File: config.mk
export PLATFORM = sky130hd
export DESIGN_NAME = bnms_cell
export DESIGN_NICKNAME = d
export VERILOG_FILES = /design/src/bnms_pkg.sv /design/src/bnms_cell.sv
export SDC_FILE = /design/constraint.sdc
export NUM_CORES = 1
export LEC_CHECK = 0
export CAP_MARGIN = 20
export CORE_AREA = 2 2 155 157
export CTS_BUF_LIST = sky130_fd_sc_hd__clkbuf_8
export CTS_CLUSTER_SIZE = 20
export DETAILED_ROUTE_END_ITERATION = 10
export DIE_AREA = 0 0 157 159
export DONT_BUFFER_PORTS = 1
export GPL_ROUTABILITY_DRIVEN = 0
export PLACE_DENSITY = 0.45
export SLEW_MARGIN = 20
export SYNTH_ARGS = -nofsm -noshare
export SYNTH_HDL_FRONTEND = slang
export SYNTH_SLANG_ARGS = --single-unit
File: constraint.sdc
create_clock -name clk -period 6.12 [get_ports clk]
set_clock_uncertainty 0.05 [all_clocks]
set_input_delay 0.306 -clock clk [delete_from_list [all_inputs] [get_ports clk]]
set_output_delay 0.306 -clock clk [all_outputs]
set_load 0.02 [all_outputs]
File: src/bnms_pkg.sv
package bnms_pkg;

  // Field widths of one box.
  localparam int COORD_BITS = 14;
  localparam int SIZE_BITS  = COORD_BITS - 1;
  localparam int SCORE_BITS = 16;
  localparam int THR_BITS   = 17;
  localparam int TAG_BITS   = 6;
  localparam int AREA_BITS  = 2 * SIZE_BITS;
  localparam int DENOM_BITS = AREA_BITS + 1;
  localparam int PROD_BITS  = DENOM_BITS + THR_BITS;

  // Configuration register indexes.
  localparam logic [0:0] REG_THRESHOLD = 1'b0;
  localparam logic [0:0] REG_MODE      = 1'b1;
  localparam logic [THR_BITS-1:0] THR_RESET = THR_BITS'(32768);

  // One stored box as it travels along the chain.
  typedef struct packed {
    logic signed [COORD_BITS-1:0] left;
    logic signed [COORD_BITS-1:0] top;
    logic [SIZE_BITS-1:0]         width;
    logic [SIZE_BITS-1:0]         height;
    logic signed [SCORE_BITS-1:0] score;
    logic                         alive;
    logic [TAG_BITS-1:0]          tag;
  } box_t;

  // What every cell does in a cycle.
  typedef enum logic [1:0] {
    OP_HOLD,
    OP_INSERT,
    OP_POP,
    OP_ROTATE
  } cell_op_t;

  // Broadcast control shared by all cells.
  typedef struct packed {
    cell_op_t            op;
    logic                kill;
    logic [TAG_BITS-1:0] kill_tag;
    box_t                new_box;
  } cell_ctrl_t;

endpackage

File: src/bnms_cell.sv
module bnms_cell (
  input  logic                 clk,
  input  bnms_pkg::cell_ctrl_t ctrl,
  input  bnms_pkg::box_t       left_box,
  input  bnms_pkg::box_t       right_box,
  input  bnms_pkg::box_t       head_box,
  input  logic                 ge_left,
  input  logic                 is_tail,
  input  logic                 in_use,
  output bnms_pkg::box_t       box,
  output logic                 ge
);

  bnms_pkg::box_t src;
  bnms_pkg::box_t box_next;

  // A held box ranks ahead of the new one when its score is not lower.
  assign ge = in_use && (box.score >= ctrl.new_box.score);

  // Pick where this cell's next box comes from.
  always_comb begin
    unique case (ctrl.op)
      bnms_pkg::OP_HOLD:   src = box;
      bnms_pkg::OP_INSERT: begin
        if (ge) begin
          src = box;
        end else if (ge_left) begin
          src = ctrl.new_box;
        end else begin
          src = left_box;
        end
      end
      bnms_pkg::OP_POP:    src = right_box;
      bnms_pkg::OP_ROTATE: src = is_tail ? head_box : right_box;
      default:             src = box;
    endcase
  end

  // Apply a suppression result to the box that lands here.
  always_comb begin
    box_next       = src;
    box_next.alive = src.alive & ~(ctrl.kill && (src.tag == ctrl.kill_tag));
  end

  always_ff @(posedge clk) begin
    box <= box_next;
  end

endmodule

==> metrics.csv <==
stage,metric,value,unit
status,status,"complete, no violations",
min_path,hold_path_end,box[3],
sta,relSlewSlack,36.8,%
power_and_ir_drop,power_density,240,nW/um^2
power_and_ir_drop,power_leakage,2.41,nW
clock_network,cts_buffers,9,
routing,drtIter0Drc,280,
clock_network,cts_buffer_depth,2,
layout,nNetsFinal,911,
global_routing,antenna_found_initial,0,
sta,fmax,259,MHz
sta,grt_setup_unrepaired,no,
sta,maxSlewViolCount,0,
sta,timing.final.crit_share,63.1,%
layout,fill_cells,2471,
sta,setup_tns,0,ps
clock_network,clk_pin_slew_worst_paths,100,ps
synth,ys.flop_type,edfxtp_1,
synth,seq_area_frac_synth,39.3,%
setup_path,cp_data_required_time,6300,ps
setup_path,critPathKind,flop to flop,
layout,multi_input_area,3180,um^2
floorplanning,coreArea,23200,um^2
routing,wire_per_inst,22.5,um
layout,seq_area,2240,um^2
synth,synth_top_cells_by_count,"nand2_1 (82), mux2i_1 (77), o21ai_0 (72)",
floorplanning,ios,399,
global_routing,grt_pass1_wl,29000,um
layout,largest_register,box,
sta,min_period,3860,ps
floorplanning,placementRows,56,
setup_path,crit_fanout,35,
floorplanning,dieArea,25000,um^2
global_routing,grtUsageTotal,15.3,%
min_path,hold_class,input pin to flop,
routing,ant_nets,0,
synth,synth_area,5710,um^2
setup_path,worstSetupStartpointType,flop,
clock_network,root_buffer,clkbuf_8,
synth,synthCells,607,
setup_path,end_kind,flop,
setup_path,reg2reg_depth,10,
min_path,min_delay_path_depth,1,
synth,synth_top_cell_by_area,edfxtp_1,
floorplanning,start_util,24.6,%
routing,vias,4888,
global_routing,gr-total-overflow,0,
setup_path,reg2reg_to,box[27],
floorplanning,die_h,159,um
global_routing,grt_max_degree,93,
setup_path,r2r_start,box[7],
routing,route.detailed.drc,0,
synth,ys_warn_count,0,
setup_path,reg2reg_slack,2260,ps
synth,synth_most_common_cell,nand2_1,
floorplanning,die_w,157,um
min_path,hp-start,ctrl[84],
clock_network,clock_sinks,77,
clock_network,htreeDepth,3,
synth,synth-edff-count,70,
synth,syn_area_per_cell,9.40,um^2
setup_path,crit_arrival,4040,ps
clock_network,worstSkewPairLatency,370,ps
routing,via_per_inst,5.44,
placement,io_buffers,0,
layout,drive_above_1_share,6.04,%
sta,final-hold-violation-count,0,
synth,async_flop_share,0,%
run,drv_cap,0,
synth,synth_cell_type_count,52,
sta,final-setup-viol-count,0,
clock_network,cts_tree,built,
layout,reg_top3,box x77,
layout,area_growth,7.76,%
synth,yosysTopAreaCellShare,36.8,%
placement,hpwl,15200,um
power_and_ir_drop,ir_drop,0.000116,V
global_routing,grt_pass1_vias,4851,
layout,num_antenna_cells,0,
routing,routed_wl,20200,um
sta,tightest_slew,948,ps
synth,synth_area_leaders,"edfxtp_1 (37%), mux2i_1 (14%), a22o_1 (10%), o21ai_0 (6.3%), nand2_1 (5.4%)",
synth,synth-seq-cells,77,
synth,syn-num-nets,944,
routing,drt_first_pass_iters,5,
power_and_ir_drop,fin_total_pwr,0.00148,W
layout,largest_reg_flops,77,
## power by group
group	switching, W	leakage [nW]	internal (W)	total (W)
Sequential	0.000132	0.795	0.000660	0.000792
Clock	0.000213	0.0945	0.000187	0.000399
Combinational	0.000159	1.52	0.000127	0.000286
Total	0.000503	2.41	0.000973	0.00148
## final cells by class
class,instances,area share [%]
Clock inverter,7,1.08
Sequential cell,77,36.5
Multi-Input combinational cell,454,51.7
Timing Repair Buffer,4,0.529
Clock buffer,9,2.01
Tap cell,319,6.49
Inverter,28,1.75
## metal layers
metal	part of all wire, %	GRT usage (%)	vias up
li1	-	-	2237
met1	40	17.5	2360
met2	51	27.2	265
met3	7.8	4.22	26
met4	1.6	4.75	0
met5	0	0	-
## layout by cell type (no fill, tap or decap), types with 3 or more instances in the layout
cell type	n
or2_2	3
ha_1	16
nor2_1	17
o21ai_1	12
mux2i_1	77
nand2_1	82
dfxtp_1	7
buf_4	3
o21ai_0	72
o22ai_1	4
nand3b_1	4
o22a_1	5
nor2b_1	6
o211ai_1	6
nand2b_1	3
a32oi_1	3
o21a_1	4
a211oi_1	6
edfxtp_1	70
inv_1	28
a21oi_1	10
nand4_1	9
a22o_1	65
a21o_1	3
nor3_1	5
nand3_1	3
clkbuf_8	9
mux2_2	9
## critical path: stages, from the launching register on
cell and delay, ps:
edfxtp_1 510, inv_1 100, ha_1 270, nand2b_1 150, a2111o_1 410, a32oi_1 240, a21o_1 600, nand2b_2 510
buf_4 400, o21ai_0 270, a22o_1 170
## how the worst max path moves through the flow
stage	startpoint	to	slack, ps	cells past startpoint
2_1_floorplan	box[7]	box[10]	2210	9
3_3_place_gp	box[7]	box[8]	2360	10
3_5_place_dp	box[7]	box[27]	2270	10
4_1_cts	box[7]	box[27]	2210	10
5_1_grt	box[7]	box[68]	1930	10
6_report	box[7]	box[27]	2260	10
## logic make-up (layout without fill, tap and decap cells)
logic type,count (synthesis),in the layout,synth area share (%)
simple gates,141,141,11.1
fa+ha+maj,16,16,3.51
compound gates,211,211,25.6
flops,77,77,39.3
mux,86,86,15.3
buf+inv,76,48,5.24
## per-stage QoR
step	util (%)	worst slack (ps)	cell area, um^2	instances	hold slack [ps]
final	26.5	2260	6150	898	45.9
after global routing	26.5	1930	6150	898	7.69
after CTS	26.5	2210	6150	898	3.57
after detailed placement	25.6	2270	5950	881	392
after global placement	25.6	2360	5950	881	387
after floorplan	-	2210	5710	607	463
## repair_timing
action / in CTS / in global routing
endpoints found under the hold margin: 4 / 0
buffers inserted: 0 / 0
hold buffers: 1 / 0
endpoints found under the setup margin: 0 / 0
gates resized for setup: 0 / 0
Power figures use the tool's default switching activity.
