==> config.mk <==
export PLATFORM = sky130hd
export DESIGN_NAME = bnms_overlap
export DESIGN_NICKNAME = d
export VERILOG_FILES = /design/src/bnms_pkg.sv /design/src/bnms_overlap.sv
export SDC_FILE = /design/constraint.sdc
export NUM_CORES = 2
export LEC_CHECK = 0
export ABC_AREA = 0
export BUFFER_PORTS_ARGS = -buffer_cell sky130_fd_sc_hd__buf_4
export CAP_MARGIN = 20
export CORE_UTILIZATION = 48
export CTS_BUF_LIST = sky130_fd_sc_hd__clkbuf_8
export CTS_CLUSTER_SIZE = 12
export DETAILED_ROUTE_END_ITERATION = 8
export PLACE_DENSITY = 0.67
export SLEW_MARGIN = 0
export SYNTH_ARGS = -nofsm -noshare
export SYNTH_HDL_FRONTEND = slang
export SYNTH_SLANG_ARGS = --single-unit
==> constraint.sdc <==
create_clock -name clk -period 7.2 [get_ports clk]
set_input_delay 1.08 -clock clk [delete_from_list [all_inputs] [get_ports clk]]
set_output_delay 1.08 -clock clk [all_outputs]
set_load 0.02 [all_outputs]
==> src/bnms_pkg.sv <==
package bnms_pkg;

  // Field widths of one box.
  localparam int COORD_BITS = 14;
  localparam int SIZE_BITS  = COORD_BITS - 1;
  localparam int SCORE_BITS = 16;
  localparam int THR_BITS   = 17;
  localparam int TAG_BITS   = 6;
  localparam int AREA_BITS  = 2 * SIZE_BITS;
  localparam int DENOM_BITS = AREA_BITS + 1;
  localparam int PROD_BITS  = DENOM_BITS + THR_BITS;

  // Configuration register indexes.
  localparam logic [0:0] REG_THRESHOLD = 1'b0;
  localparam logic [0:0] REG_MODE      = 1'b1;
  localparam logic [THR_BITS-1:0] THR_RESET = THR_BITS'(32768);

  // One stored box as it travels along the chain.
  typedef struct packed {
    logic signed [COORD_BITS-1:0] left;
    logic signed [COORD_BITS-1:0] top;
    logic [SIZE_BITS-1:0]         width;
    logic [SIZE_BITS-1:0]         height;
    logic signed [SCORE_BITS-1:0] score;
    logic                         alive;
    logic [TAG_BITS-1:0]          tag;
  } box_t;

  // What every cell does in a cycle.
  typedef enum logic [1:0] {
    OP_HOLD,
    OP_INSERT,
    OP_POP,
    OP_ROTATE
  } cell_op_t;

  // Broadcast control shared by all cells.
  typedef struct packed {
    cell_op_t            op;
    logic                kill;
    logic [TAG_BITS-1:0] kill_tag;
    box_t                new_box;
  } cell_ctrl_t;

endpackage

==> src/bnms_overlap.sv <==
module bnms_overlap (
  input  logic                              clk,
  input  logic                              rst,
  input  logic                              issue,
  input  bnms_pkg::box_t                    major,
  input  bnms_pkg::box_t                    minor,
  input  logic [bnms_pkg::THR_BITS-1:0]     thr,
  input  logic                              mode,
  output logic                              kill,
  output logic [bnms_pkg::TAG_BITS-1:0]     kill_tag,
  output logic                              active
);

  localparam int CB = bnms_pkg::COORD_BITS;
  localparam int SB = bnms_pkg::SIZE_BITS;
  localparam int AB = bnms_pkg::AREA_BITS;
  localparam int DB = bnms_pkg::DENOM_BITS;
  localparam int PB = bnms_pkg::PROD_BITS;
  localparam int TB = bnms_pkg::TAG_BITS;

  logic [CB:0]   ra, rb, ba, bb;
  logic [CB-1:0] x1, y1;
  logic [CB:0]   x2, y2;
  logic [CB+1:0] dx, dy;
  logic [SB-1:0] iw, ih;

  logic          v1, v2, v3, v4;
  logic [TB-1:0] t1, t2, t3, t4;
  logic [SB-1:0] iw1, ih1;
  logic [AB-1:0] amaj1, amin1, amaj2, amin2, inter2, inter3, inter4;
  logic [DB-1:0] denom3;
  logic [PB-1:0] prod4;
  logic [PB-1:0] lhs;

  // Intersection edges of the two boxes.
  always_comb begin
    ra = {major.left[CB-1], major.left} + {2'b00, major.width};
    rb = {minor.left[CB-1], minor.left} + {2'b00, minor.width};
    ba = {major.top[CB-1], major.top} + {2'b00, major.height};
    bb = {minor.top[CB-1], minor.top} + {2'b00, minor.height};
    x1 = (major.left > minor.left) ? major.left : minor.left;
    y1 = (major.top > minor.top) ? major.top : minor.top;
    x2 = ($signed(ra) < $signed(rb)) ? ra : rb;
    y2 = ($signed(ba) < $signed(bb)) ? ba : bb;
    dx = {x2[CB], x2} - {{2{x1[CB-1]}}, x1};
    dy = {y2[CB], y2} - {{2{y1[CB-1]}}, y1};
    iw = (!dx[CB+1] && (dx != '0)) ? dx[SB-1:0] : '0;
    ih = (!dy[CB+1] && (dy != '0)) ? dy[SB-1:0] : '0;
  end

  // Valid bits of the compare pipeline.
  always_ff @(posedge clk) begin
    if (rst) begin
      v1 <= 1'b0;
      v2 <= 1'b0;
      v3 <= 1'b0;
      v4 <= 1'b0;
    end else begin
      v1 <= issue;
      v2 <= v1;
      v3 <= v2;
      v4 <= v3;
    end
  end

  // Areas, intersection, denominator and threshold product, one per stage.
  always_ff @(posedge clk) begin
    t1     <= minor.tag;
    iw1    <= iw;
    ih1    <= ih;
    amaj1  <= AB'(major.width) * AB'(major.height);
    amin1  <= AB'(minor.width) * AB'(minor.height);
    t2     <= t1;
    inter2 <= AB'(iw1) * AB'(ih1);
    amaj2  <= amaj1;
    amin2  <= amin1;
    t3     <= t2;
    inter3 <= inter2;
    denom3 <= mode ? {1'b0, amin2}
                   : ({1'b0, amaj2} + {1'b0, amin2} - {1'b0, inter2});
    t4     <= t3;
    inter4 <= inter3;
    prod4  <= PB'(thr) * PB'(denom3);
  end

  // The ratio test without division: inter * 65536 > thr * denom.
  assign lhs      = {2'b00, inter4, 16'b0};
  assign kill     = v4 && (lhs > prod4);
  assign kill_tag = t4;
  assign active   = v1 | v2 | v3 | v4;

endmodule

==> metrics.csv <==
metric,value,unit
status,"complete, no violations",
critical path depth in cells,24,
Layout Cells excl Fill,6672,
IO Pins,183,
largest net degree at the start of global routing,54,
die area,97800,sq um
Root Driver,clkbuf_8,
post-layout min period,6.81,ns
"Largest stage delay, worst path",0.53,ns
r2r setup slk,0.47,ns
fin. max-slew vios,0,
Post-synth top cells,"1108 x inv_1, 769 x fa_1, 742 x nand2_1",
critical path arrival,7.28,ns
CTS Sinks,307,
CP Launch Type,input pin,
Synth area leader,fa_1,
endpoints failing hold,0,
DR WL/cell,16.8,um
Nets,6832,
gp weighted congestion,0.911,
ys flop type,dfxtp_1,
DRT iter0 DRCs,1718,
row count,113,
drt drc,0,
top post-synthesis cells by area,"fa_1 33%, ha_1 14%, dfxtp_1 13%",
Cell variety after synth,81,
# hold bufs at CTS,0,
critical path class,in -> reg,
syn nets,6689,
Critical Path End,prod4[38],
CP Buf/Inv Count,7,
critical path required time,7.67,ns
period utilization,0.946,
Worst R2R Path Depth,24,
Fmax achieved,147,MHz
share of async-settable or async-resettable flops after synthesis,0,
clock buffer count from CTS,46,
Reg2Reg Launch Point,denom3[9],
initial core utilization,0.486,
remaining antenna violation count,0,
CP max stage cell,fa_1,
r2r endpoint,prod4[38],
Slew headroom,0.329,
"CTS clk-pin slew, worst paths",0.06,ns
skew final,0.0353,ns
Post-synth EDFFs,0,
worst skew pair latency,0.59,ns
GRT Total Usage,0.237,
"count leader, synth",inv_1,
layout cell share with drive strength beyond 1,0.0792,
DP Worst Slack,-0.190,ns
worst slew pin tran,1.00,ns
vias in the first global route,37205,
CP cell instances,buf_4 -> buf_4 -> nand2_1 -> fa_1 -> inv_1 -> fa_1 -> inv_1 -> fa_1 -> fa_1 -> fa_1 -> inv_1 -> fa_1 -> ha_1 -> a21o_1 -> a21o_1 -> a21o_1 -> nor4_1 -> buf_4 -> nor4_1 -> buf_4 -> o211ai_1 -> a21oi_1 -> or2_2 -> o311ai_1,
post-synthesis sequential area ratio,0.133,
post-DP HPWL,95.4,mm
drt first pass iters,5,
first-pass GRT wire length,188,mm
max-cap violation count,0,
final setup fails,0,
TritonCTS clock tree,built,
worst setup path startpoint,thr[3],
Ys Warns,0,
Hold Crit Depth,0,
Final WS setup,0.389,ns
Cells after DPL,6583,
Synth-to-Final Area Change,8.99,%
initial antenna violation count,3,
GRT overflow,0,
Synth Register Bits,307,
core footprint,95300,sq um
CP max FO,15,
Top delay family on crit path,adder cells,
Bufs on Longest Clock Path,3,
H-tree depth,2,
DIE WIDTH,313,um
Syn Area/Cell,8.87,sq um
Post-Syn Area,46300,sq um
"wirelength, routed",112,mm
vias per cell,5.24,
crit end category,flip-flop,
Most Frequent Cell on Critical Path,fa_1,
Die Y,313,um
Synth Instances,5225,
share of the synthesized area in the top cell type,0.332,
port bufs,142,
worst hold path type,reg -> reg,
Vias,34988,
## cell type report
cell class                      instances  area (sq um)
Fill cell                            8939         44800
Multi-Input combinational cell       3606         35300
Sequential cell                       307          6150
Inverter                             1108          4160
Timing Repair Buffer                  299          2310
Tap cell                             1265          1580
Clock buffer                           56           771
Clock inverter                         27           224
Antenna cell                            4          10.0
## metal layers
metal,global-route usage,wire [um],vias to the layer above
met5,0,0,-
met3,0.0217,5330,179
met2,0.422,55400,901
li1,-,-,16507
met4,0.0881,4410,0
met1,0.299,46800,17401
## repair_timing
| action | in CTS | in global routing |
|---|---|---|
| gates resized for setup | 0 | 4 |
| hold endpoints to repair | 0 | 0 |
| setup endpoints to repair | 0 | 3 |
| buffers inserted | 0 | 2 |
## stage by stage
| stage | hold WS (ns) | utilization | instance area (sq um) | setup TNS, ns |
|---|---|---|---|---|
| floorplan | 0.310 | - | 46300 | 0 |
| global placement | 0.310 | 0.519 | 49500 | -2.07 |
| detailed placement | 0.312 | 0.519 | 49500 | -2.07 |
| CTS | 0.308 | 0.530 | 50500 | 0 |
| global route | 0.320 | 0.530 | 50500 | -0.00622 |
| finish | 0.314 | 0.530 | 50500 | 0 |
## registers in the layout, indices dropped and copies added (netlist names), 13 cells and up
name,cells
prod4,44
amin1,26
amaj1,26
inter2,26
inter3,26
inter4,26
denom3,27
amaj2,26
amin2,26
ih1,13
iw1,13
## worst register-to-register path: cells and delay by family (launching register included)
kind,cells,cell delay [ns]
compound gates,6,1.28
fa+ha+maj,7,3.25
buf+inv,7,0.59
flops,1,0.66
simple gates,4,0.84
## placed cells by master (no fill, tap or decap), drive strengths merged, types with 117 or more instances in the layout
master	synthesis	routed
a21oi	139	139
fa	769	769
xnor2	117	117
ha	520	520
and2	321	321
dfxtp	307	307
nor2	118	118
buf	7	299
nand2	742	742
inv	1108	1120
## worst min-delay path by stage
stage                          from         to  slack (ns)
final                      amin1[5]   amin2[5]        0.31
after global routing       amin1[5]   amin2[5]        0.32
after CTS                  amin1[5]   amin2[5]        0.31
after detailed placement  amin1[25]  amin2[25]        0.31
after global placement        t1[5]      t2[5]        0.31
after floorplan            amaj1[0]   amaj2[0]        0.31
## logic make-up (layout without fill, tap and decap cells)
kind of cell,Yosys count,in the layout,synth area share
AOI/OAI and AO/OA,625,625,0.0956
buffers and inverters,1312,1490,0.107
DFF,307,307,0.133
muxes,38,38,0.00856
and+or+nand+nor,1475,1475,0.150
adders and majority gates,1290,1290,0.473
xor gates and xnor gates,178,178,0.0336
other,0,4,0
Power is left out: the tool's default activity adds up to more than one toggle a clock period on the data nets, which glitch-free logic cannot reach.
